File: config.mk
export PLATFORM = sky130hd
export DESIGN_NAME = integer_field_formatter
export DESIGN_NICKNAME = d
export VERILOG_FILES = /design/src/hdl/ifmt_pkg.sv /design/src/hdl/ifmt_ctrl.sv /design/src/hdl/ifmt_dpath.sv /design/src/hdl/integer_field_formatter.sv
export SDC_FILE = /design/constraint.sdc
export NUM_CORES = 1
export LEC_CHECK = 0
export ABC_AREA = 1
export BUFFER_PORTS_ARGS = -buffer_cell sky130_fd_sc_hd__buf_2
export CAP_MARGIN = 5
export CORE_MARGIN = 1.5
export CORE_UTILIZATION = 60
export DETAILED_ROUTE_END_ITERATION = 7
export GPL_TIMING_DRIVEN = 0
export PLACE_DENSITY = 0.88
export SLEW_MARGIN = 20
export SYNTH_ARGS = -nofsm -noshare
export SYNTH_HDL_FRONTEND = slang
export SYNTH_SLANG_ARGS = --single-unit
export TNS_END_PERCENT = 100
File: constraint.sdc
create_clock -name clock -period 5.89 [get_ports clock]
set_clock_uncertainty 0.1 [all_clocks]
set_input_delay 0.589 -clock clock [delete_from_list [all_inputs] [get_ports clock]]
set_output_delay 0.589 -clock clock [all_outputs]
set_load 0.01 [all_outputs]
File: src/hdl/ifmt_pkg.sv
// ----------------------------------------------------------------------------
// ifmt_pkg
// Types, constants and helpers shared by the integer field formatter modules.
// ----------------------------------------------------------------------------
package ifmt_pkg;

   // Conversion kinds. The unused code converts as unsigned decimal.
   localparam logic [1:0] KIND_SIGNED   = 2'd0;
   localparam logic [1:0] KIND_UNSIGNED = 2'd1;
   localparam logic [1:0] KIND_HEX      = 2'd2;

   // Field width limit and the most digits a 32-bit value can have.
   localparam int MAX_PAD    = 9;
   localparam int MAX_DIGITS = 10;

   // Reciprocal of ten: floor(x / 10) == (x * RECIP_TEN) >> RECIP_SHIFT for 32-bit x.
   localparam logic [31:0] RECIP_TEN   = 32'hCCCC_CCCD;
   localparam int          RECIP_SHIFT = 35;
   localparam int          QUOT_BITS   = 64 - RECIP_SHIFT;

   // ASCII characters.
   localparam logic [7:0] CHAR_ZERO  = 8'h30;
   localparam logic [7:0] CHAR_LOW_A = 8'h61;
   localparam logic [7:0] CHAR_MINUS = 8'h2D;
   localparam logic [7:0] CHAR_SPACE = 8'h20;

   // Input word.
   typedef struct packed {
      logic [1:0]  kind;
      logic [31:0] value;
      logic [3:0]  pad_width;
      logic        zero_pad;
   } req_type;

   // Result word: one character.
   typedef struct packed {
      logic [7:0] out_char;
      logic       last;
   } rsp_type;

   // Controller states.
   typedef enum logic [1:0] {
      ST_IDLE,
      ST_MUL,
      ST_DIV,
      ST_EMIT
   } state_type;

   // Commands from the controller to the datapath.
   typedef struct packed {
      logic load;
      logic mul;
      logic div;
      logic emit;
   } cmd_type;

   // Status from the datapath to the controller.
   typedef struct packed {
      logic digits_done;
      logic final_char;
   } status_type;

   // Maps a digit value of 0 to 15 to its lower-case ASCII character.
   function automatic logic [7:0] digit_char(input logic [3:0] digit);
      logic [7:0] result;
      if (digit < 4'd10) begin
         result = CHAR_ZERO + {4'b0000, digit};
      end else begin
         result = CHAR_LOW_A + {4'b0000, digit} - 8'd10;
      end
      return result;
   endfunction

endpackage

File: src/hdl/ifmt_ctrl.sv
// ----------------------------------------------------------------------------
// ifmt_ctrl
// Controller: sequences load, digit extraction and character emission, and
// owns the input ready and the output valid.
// ----------------------------------------------------------------------------
module ifmt_ctrl (
   input  logic                   clock,
   input  logic                   reset,
   input  logic                   req_valid,
   output logic                   req_ready,
   output logic                   rsp_valid,
   input  logic                   rsp_ready,
   input  ifmt_pkg::status_type   status,
   output ifmt_pkg::cmd_type      cmd
);

   ifmt_pkg::state_type state_ff;
   ifmt_pkg::state_type state_in;
   logic                rsp_valid_ff;
   logic                rsp_valid_in;
   logic                out_free;

   // The output register can take a word when it is empty or being drained.
   assign out_free  = !rsp_valid_ff || rsp_ready;
   assign req_ready = (state_ff == ifmt_pkg::ST_IDLE);
   assign rsp_valid = rsp_valid_ff;

   // Next state.
   always_comb begin
      state_in = state_ff;
      unique case (state_ff)
         ifmt_pkg::ST_IDLE: begin
            if (req_valid) begin
               state_in = ifmt_pkg::ST_MUL;
            end
         end
         ifmt_pkg::ST_MUL: begin
            state_in = ifmt_pkg::ST_DIV;
         end
         ifmt_pkg::ST_DIV: begin
            state_in = status.digits_done ? ifmt_pkg::ST_EMIT : ifmt_pkg::ST_MUL;
         end
         ifmt_pkg::ST_EMIT: begin
            if (out_free && status.final_char) begin
               state_in = ifmt_pkg::ST_IDLE;
            end
         end
         default: begin
            state_in = ifmt_pkg::ST_IDLE;
         end
      endcase
   end

   // Commands to the datapath.
   always_comb begin
      cmd = '0;
      unique case (state_ff)
         ifmt_pkg::ST_IDLE: cmd.load = req_valid;
         ifmt_pkg::ST_MUL:  cmd.mul  = 1'b1;
         ifmt_pkg::ST_DIV:  cmd.div  = 1'b1;
         ifmt_pkg::ST_EMIT: cmd.emit = out_free;
         default:           cmd      = '0;
      endcase
   end

   // Output valid: set by an emitted word, cleared when the word is taken.
   always_comb begin
      if (cmd.emit) begin
         rsp_valid_in = 1'b1;
      end else if (rsp_ready) begin
         rsp_valid_in = 1'b0;
      end else begin
         rsp_valid_in = rsp_valid_ff;
      end
   end

   always_ff @(posedge clock) begin
      if (reset) begin
         state_ff     <= ifmt_pkg::ST_IDLE;
         rsp_valid_ff <= 1'b0;
      end else begin
         state_ff     <= state_in;
         rsp_valid_ff <= rsp_valid_in;
      end
   end

   // A word is never written over one that waits to be taken.
   assert property (@(posedge clock) disable iff (reset)
      cmd.emit |-> (!rsp_valid_ff || rsp_ready))
      else $error("ifmt_ctrl: emit while output word is stalled");

   // An accepted input always starts a multiply step.
   assert property (@(posedge clock) disable iff (reset)
      (req_valid && req_ready) |=> (state_ff == ifmt_pkg::ST_MUL))
      else $error("ifmt_ctrl: accepted input did not start extraction");

   // Every multiply step is followed by its digit step.
   assert property (@(posedge clock) disable iff (reset)
      (state_ff == ifmt_pkg::ST_MUL) |=> (state_ff == ifmt_pkg::ST_DIV))
      else $error("ifmt_ctrl: multiply step not followed by digit step");

   // The final character ends the field and leaves a valid word behind.
   assert property (@(posedge clock) disable iff (reset)
      (cmd.emit && status.final_char) |=> (state_ff == ifmt_pkg::ST_IDLE && rsp_valid_ff))
      else $error("ifmt_ctrl: final character did not close the field");

endmodule

File: src/hdl/ifmt_dpath.sv
// ----------------------------------------------------------------------------
// ifmt_dpath
// Datapath: magnitude, digit extraction by reciprocal multiply or nibble
// shift, digit store, and the character output register.
// ----------------------------------------------------------------------------
module ifmt_dpath (
   input  logic                  clock,
   input  ifmt_pkg::req_type     req_data,
   input  ifmt_pkg::cmd_type     cmd,
   output ifmt_pkg::status_type  status,
   output ifmt_pkg::rsp_type     rsp_data
);

   logic [31:0]                     val_ff;
   logic [31:0]                     val_in;
   logic [ifmt_pkg::QUOT_BITS-1:0]  quot_ff;
   logic [63:0]                     product;
   logic                            hex_ff;
   logic                            neg_ff;
   logic                            neg_in;
   logic                            zero_pad_ff;
   logic [3:0]                      width_ff;
   logic [3:0]                      nd_ff;
   logic [3:0]                      ptr_ff;
   logic [3:0]                      pad_left_ff;
   logic [3:0]                      digit_ff [ifmt_pkg::MAX_DIGITS];
   logic [31:0]                     quot;
   logic [31:0]                     quot_times_ten;
   logic [3:0]                      rem;
   logic [3:0]                      text_len;
   logic [7:0]                      char_in;
   logic                            final_char;
   ifmt_pkg::rsp_type               rsp_ff;

   // Magnitude and sign of the incoming value.
   always_comb begin
      neg_in = (req_data.kind == ifmt_pkg::KIND_SIGNED) && req_data.value[31];
      val_in = neg_in ? (32'd0 - req_data.value) : req_data.value;
   end

   // Quotient and remainder of one digit step.
   assign product        = 64'(val_ff) * 64'(ifmt_pkg::RECIP_TEN);
   assign quot           = hex_ff ? {4'b0000, val_ff[31:4]}
                                  : 32'(quot_ff);
   assign quot_times_ten = (quot << 3) + (quot << 1);
   assign rem            = hex_ff ? val_ff[3:0] : 4'(val_ff - quot_times_ten);

   // Text length once the current digit is stored: digits plus the sign.
   assign text_len = nd_ff + 4'd1 + {3'b000, neg_ff};

   assign status.digits_done = (quot == 32'd0) ||
                               (nd_ff == 4'(ifmt_pkg::MAX_DIGITS - 1));

   // Character order: pad characters, then the sign, then digits high to low.
   assign final_char        = (pad_left_ff == 4'd0) && !neg_ff && (ptr_ff == 4'd0);
   assign status.final_char = final_char;

   always_comb begin
      if (pad_left_ff != 4'd0) begin
         char_in = zero_pad_ff ? ifmt_pkg::CHAR_ZERO : ifmt_pkg::CHAR_SPACE;
      end else if (neg_ff) begin
         char_in = ifmt_pkg::CHAR_MINUS;
      end else begin
         char_in = ifmt_pkg::digit_char(digit_ff[ptr_ff]);
      end
   end

   // Working registers.
   always_ff @(posedge clock) begin
      if (cmd.load) begin
         val_ff      <= val_in;
         neg_ff      <= neg_in;
         hex_ff      <= (req_data.kind == ifmt_pkg::KIND_HEX);
         zero_pad_ff <= req_data.zero_pad;
         width_ff    <= (req_data.pad_width > 4'(ifmt_pkg::MAX_PAD)) ?
                        4'(ifmt_pkg::MAX_PAD) : req_data.pad_width;
         nd_ff       <= 4'd0;
      end
      if (cmd.mul) begin
         quot_ff <= product[63:ifmt_pkg::RECIP_SHIFT];
      end
      if (cmd.div) begin
         digit_ff[nd_ff] <= rem;
         val_ff          <= quot;
         nd_ff           <= nd_ff + 4'd1;
         ptr_ff          <= nd_ff;
         pad_left_ff     <= (width_ff > text_len) ? (width_ff - text_len) : 4'd0;
      end
      if (cmd.emit) begin
         if (pad_left_ff != 4'd0) begin
            pad_left_ff <= pad_left_ff - 4'd1;
         end else if (neg_ff) begin
            neg_ff <= 1'b0;
         end else if (ptr_ff != 4'd0) begin
            ptr_ff <= ptr_ff - 4'd1;
         end
      end
   end

   // Output word register.
   always_ff @(posedge clock) begin
      if (cmd.emit) begin
         rsp_ff.out_char <= char_in;
         rsp_ff.last     <= final_char;
      end
   end

   assign rsp_data = rsp_ff;

endmodule

File: src/hdl/integer_field_formatter.sv
// ----------------------------------------------------------------------------
// integer_field_formatter
// Formats a 32-bit value as signed decimal, unsigned decimal or lower-case
// hex text with optional padding, one ASCII character per output word.
// ----------------------------------------------------------------------------
// Usage: an input word on req_* carries the kind, value, field width (values
// above 9 count as 9) and the zero-pad flag. The field comes out on rsp_*
// as pad characters, an optional '-', then digits most significant first;
// last marks the final character. Pads go ahead of the minus sign.
// Timing: the block works on one word at a time. Each digit takes a
// multiply step (a registered reciprocal multiply, used only for decimal)
// and then the digit step, which stores the digit. The first character is
// registered in the emit state that follows the last digit step, once
// the output register is free.
// req_ready is high only between fields, but a new word is taken while the
// final character still waits in the output register.
// Stall: when rsp_ready is low the output word holds and emission pauses.
// Reset clears the controller and the output valid; no clearing pass.
// ----------------------------------------------------------------------------
module integer_field_formatter (
   input  logic               clock,
   input  logic               reset,
   input  logic               req_valid,
   output logic               req_ready,
   input  ifmt_pkg::req_type  req_data,
   output logic               rsp_valid,
   input  logic               rsp_ready,
   output ifmt_pkg::rsp_type  rsp_data
);

   ifmt_pkg::cmd_type    cmd;
   ifmt_pkg::status_type status;

   // Sequencing and handshake control.
   ifmt_ctrl u_ctrl (
      .clock     (clock),
      .reset     (reset),
      .req_valid (req_valid),
      .req_ready (req_ready),
      .rsp_valid (rsp_valid),
      .rsp_ready (rsp_ready),
      .status    (status),
      .cmd       (cmd)
   );

   // Conversion arithmetic and the output word.
   ifmt_dpath u_dpath (
      .clock    (clock),
      .req_data (req_data),
      .cmd      (cmd),
      .status   (status),
      .rsp_data (rsp_data)
   );

endmodule

==> results.cfg <==
[status]
outcome = finished with violations
violations = DRC, setup timing

[timing]
setup_slack_ns = -0.6399
maxSlewViolCount = 0
hold_viol = 0
rsz0062_at_grt = true
whs_ns = 0.2275
worstMarginPinSlew_ns = 1.088
period_share = 1.109
fmax_ghz = 0.1531
final-setup-viol-count = 29
period_minus_slack_ns = 6.530
slew_headroom = 0.2669

[worst_setup_path]
cp_slowest_cell = fa_1
start_kind = register
reg2reg_depth = 23
path_cells = buf_6 > ha_4 > xor2_1 > ha_2 > fa_1 > inv_1 > fa_1 > fa_1 > inv_1 > fa_1 > fa_1 > fa_1 > ha_4 > a21oi_2 > o21ai_1 > nand2_1 > nand2_2 > a21oi_2 > nand2_1 > nand2_2 > nand2_1 > nand2_1 > nand2_1
path_class = register to register
rrSetupSlack_ns = -0.64
reg2reg_from = u_dpath.val_ff[10]
cpMostUsedCell = fa_1
cp_data_required_time_ns = 5.97
crit_end = u_dpath.quot_ff[26]
worstPathArrival_ns = 6.61
crit_start = u_dpath.val_ff[10]
cp_max_fo = 3
critPathCaptureType = register
timing.rr.end = u_dpath.quot_ff[26]
slowest_delay_ns = 0.60

[global_routing]
grt_pass1_vias = 23340
gr-usage-all-layers = 0.4114
grt_pass1_wl_um = 132400
grt_max_degree = 33
antenna_found_initial = 1
overflow = 0

[clock_tree]
numClockSinks = 131
clk_pin_slew_worst_paths_ns = 0.06
clkLatencyLatePin_ns = 0.44
numCtsBuffers = 17
htree_levels = 4
cts_buffer_depth = 2
clockRootBuffer = clkbuf_16
cts_tree = done

[synth]
synth_top_area_frac = 0.3038
netlist_area_um2 = 25500
yosysTopAreaCell = fa_1
avgSynthCellArea_um2 = 8.346
synthArstFlopShare = 0
synth_top_cells_by_area = fa_1 30%, ha_1 18%, edfxtp_1 14%, inv_1 12%, nand2_1 8.9%
yosys_warnings = 0
syn-num-nets = 3851
ys_ff_latch = 131
ys_seq_area_frac = 0.1495
synth-edff-count = 119
synth_cells = 3056
synthFlopType = edfxtp_1
ys_types = 43

[placement]
port_buffers = 52
dp.cells = 3649
finalWeightedCongestion = 1.012
hpwl_um = 66380
place_area_um2 = 26820

[floorplan]
die_y_um = 209.2
std_cell_rows = 75
io_pins = 54
dieArea_um2 = 43750
die_x_um = 209.2
design.core.area_um2 = 41950
initial_core_util = 0.6080

[layout]
area_growth_syn_to_layout_pct = 18.97
final_area_um2 = 30340
nets = 4079
fin_cells = 3837
drive_gt1_frac = 0.1965

[drt]
wl_per_cell_um = 23.49
drt_iter0_drc = 2750
routed_wl_um = 90140
vias = 22690
antenna_left = 0
via_per_inst = 5.914
drc = 17
dr.pass1.iters = 8

[worst_hold_path]
hold_path.class = input pin to register

[job]
cap_violations = 0
[cell families (layout without fill, tap and decap cells)]
group,after synthesis,in the layout,share of synthesized area
fa+ha+maj,752,752,0.4828
compound gates,255,255,0.05490
flops,131,131,0.1495
buf+inv,829,1070,0.1230
other cells,2,3,0.0002945
xor+xnor,75,75,0.02576
simple gates,1006,1006,0.1614
mux,6,6,0.002355
[through the flow]
step	TNS (ns)	util	setup WS (ns)
6_report	-16.68	0.7234	-0.6399
5_1_grt	-21.33	0.7233	-0.7998
4_1_cts	-11.48	0.7086	-0.4637
3_5_place_dp	-31.01	0.6394	-1.273
3_3_place_gp	-30.16	0.6382	-1.231
2_1_floorplan	-0.2148	-	-0.04910
[timing repair]
action                                  CTS  global route
setup buffers                           135            20
resized for setup                       319           120
hold buffers                              0             0
endpoints found under the setup margin   29            29
pin swaps                               145            80
[worst min-delay path by stage]
stage | from | endpoint | slack, ns | depth (start not counted)
finish | req_data[0] | u_dpath.zero_pad_ff | 0.23 | 1
global route | req_data[0] | u_dpath.zero_pad_ff | 0.22 | 1
CTS | req_data[0] | u_dpath.zero_pad_ff | 0.22 | 1
detailed placement | u_dpath.pad_left_ff[2] | u_dpath.pad_left_ff[2] | 0.37 | 2
global placement | u_dpath.pad_left_ff[2] | u_dpath.pad_left_ff[2] | 0.37 | 2
floorplan | u_dpath.neg_ff | u_dpath.neg_ff | 0.36 | 1
[layer usage]
| layer | track usage | part of all wire |
|---|---|---|
| met5 | 0.004449 | 0 |
| met4 | 0.3371 | 0.10 |
| met3 | 0.08807 | 0.11 |
| met2 | 0.6321 | 0.44 |
| met1 | 0.5012 | 0.35 |
[worst max-delay path, delay by kind of cell (launching register included)]
| family | cells | cell delay, ns |
|---|---|---|
| AOI/OAI and AO/OA | 3 | 0.59 |
| adders and majority gates | 9 | 3.95 |
| buffers and inverters | 3 | 0.30 |
| and+or+nand+nor | 7 | 0.60 |
| DFF | 1 | 0.53 |
| xor gates and xnor gates | 1 | 0.18 |
[cell usage after synthesis, types with 6 or more instances]
master	count
nand2_1	606
nor4_1	7
dfxtp_1	12
clkbuf_1	16
a31oi_1	8
nand4_1	21
nand3_1	101
xnor2_1	19
nor3_1	32
ha_1	365
o21bai_1	19
fa_1	387
buf_2	8
a21o_1	10
nor2_1	205
o21ai_0	98
mux2i_1	6
inv_1	793
inv_2	6
or2_2	16
a21oi_1	101
edfxtp_1	119
xor2_1	56
[cells in the final DEF (no fill, tap or decap), drive strengths merged, types with 56 or more instances in the layout]
cell    synthesis  routed
edfxtp        119     119
a21oi         103     103
nand2         609     609
o21ai         103     103
xor2           56      56
nand3         101     101
ha            365     365
buf            13     222
fa            387     387
inv           799     798
nor2          211     211
[flip-flops by register name, indices dropped and copies added, names as in the netlist, 2 cells and up]
signal and flops:
u_ctrl.state_ff 2, u_dpath.quot_ff 29, u_dpath.digit_ff 40, u_dpath.pad_left_ff 4
u_dpath.val_ff 32, u_dpath.rsp_data 8, u_dpath.ptr_ff 4, u_dpath.width_ff 4
u_dpath.nd_ff 4
[layout make-up]
class	instances	area (µm²)
Clock inverter	13	125.1
Sequential cell	131	3814
Fill cell	2824	11600
Multi-Input combinational cell	2096	20510
Antenna cell	1	2.502
Inverter	800	3050
Tap cell	539	674.4
Timing Repair Buffer	209	1553
Clock buffer	19	442.9
Buffer	29	170.2
Power is left out: the tool's default activity adds up to more than one toggle a clock period on the data nets, which glitch-free logic cannot reach.
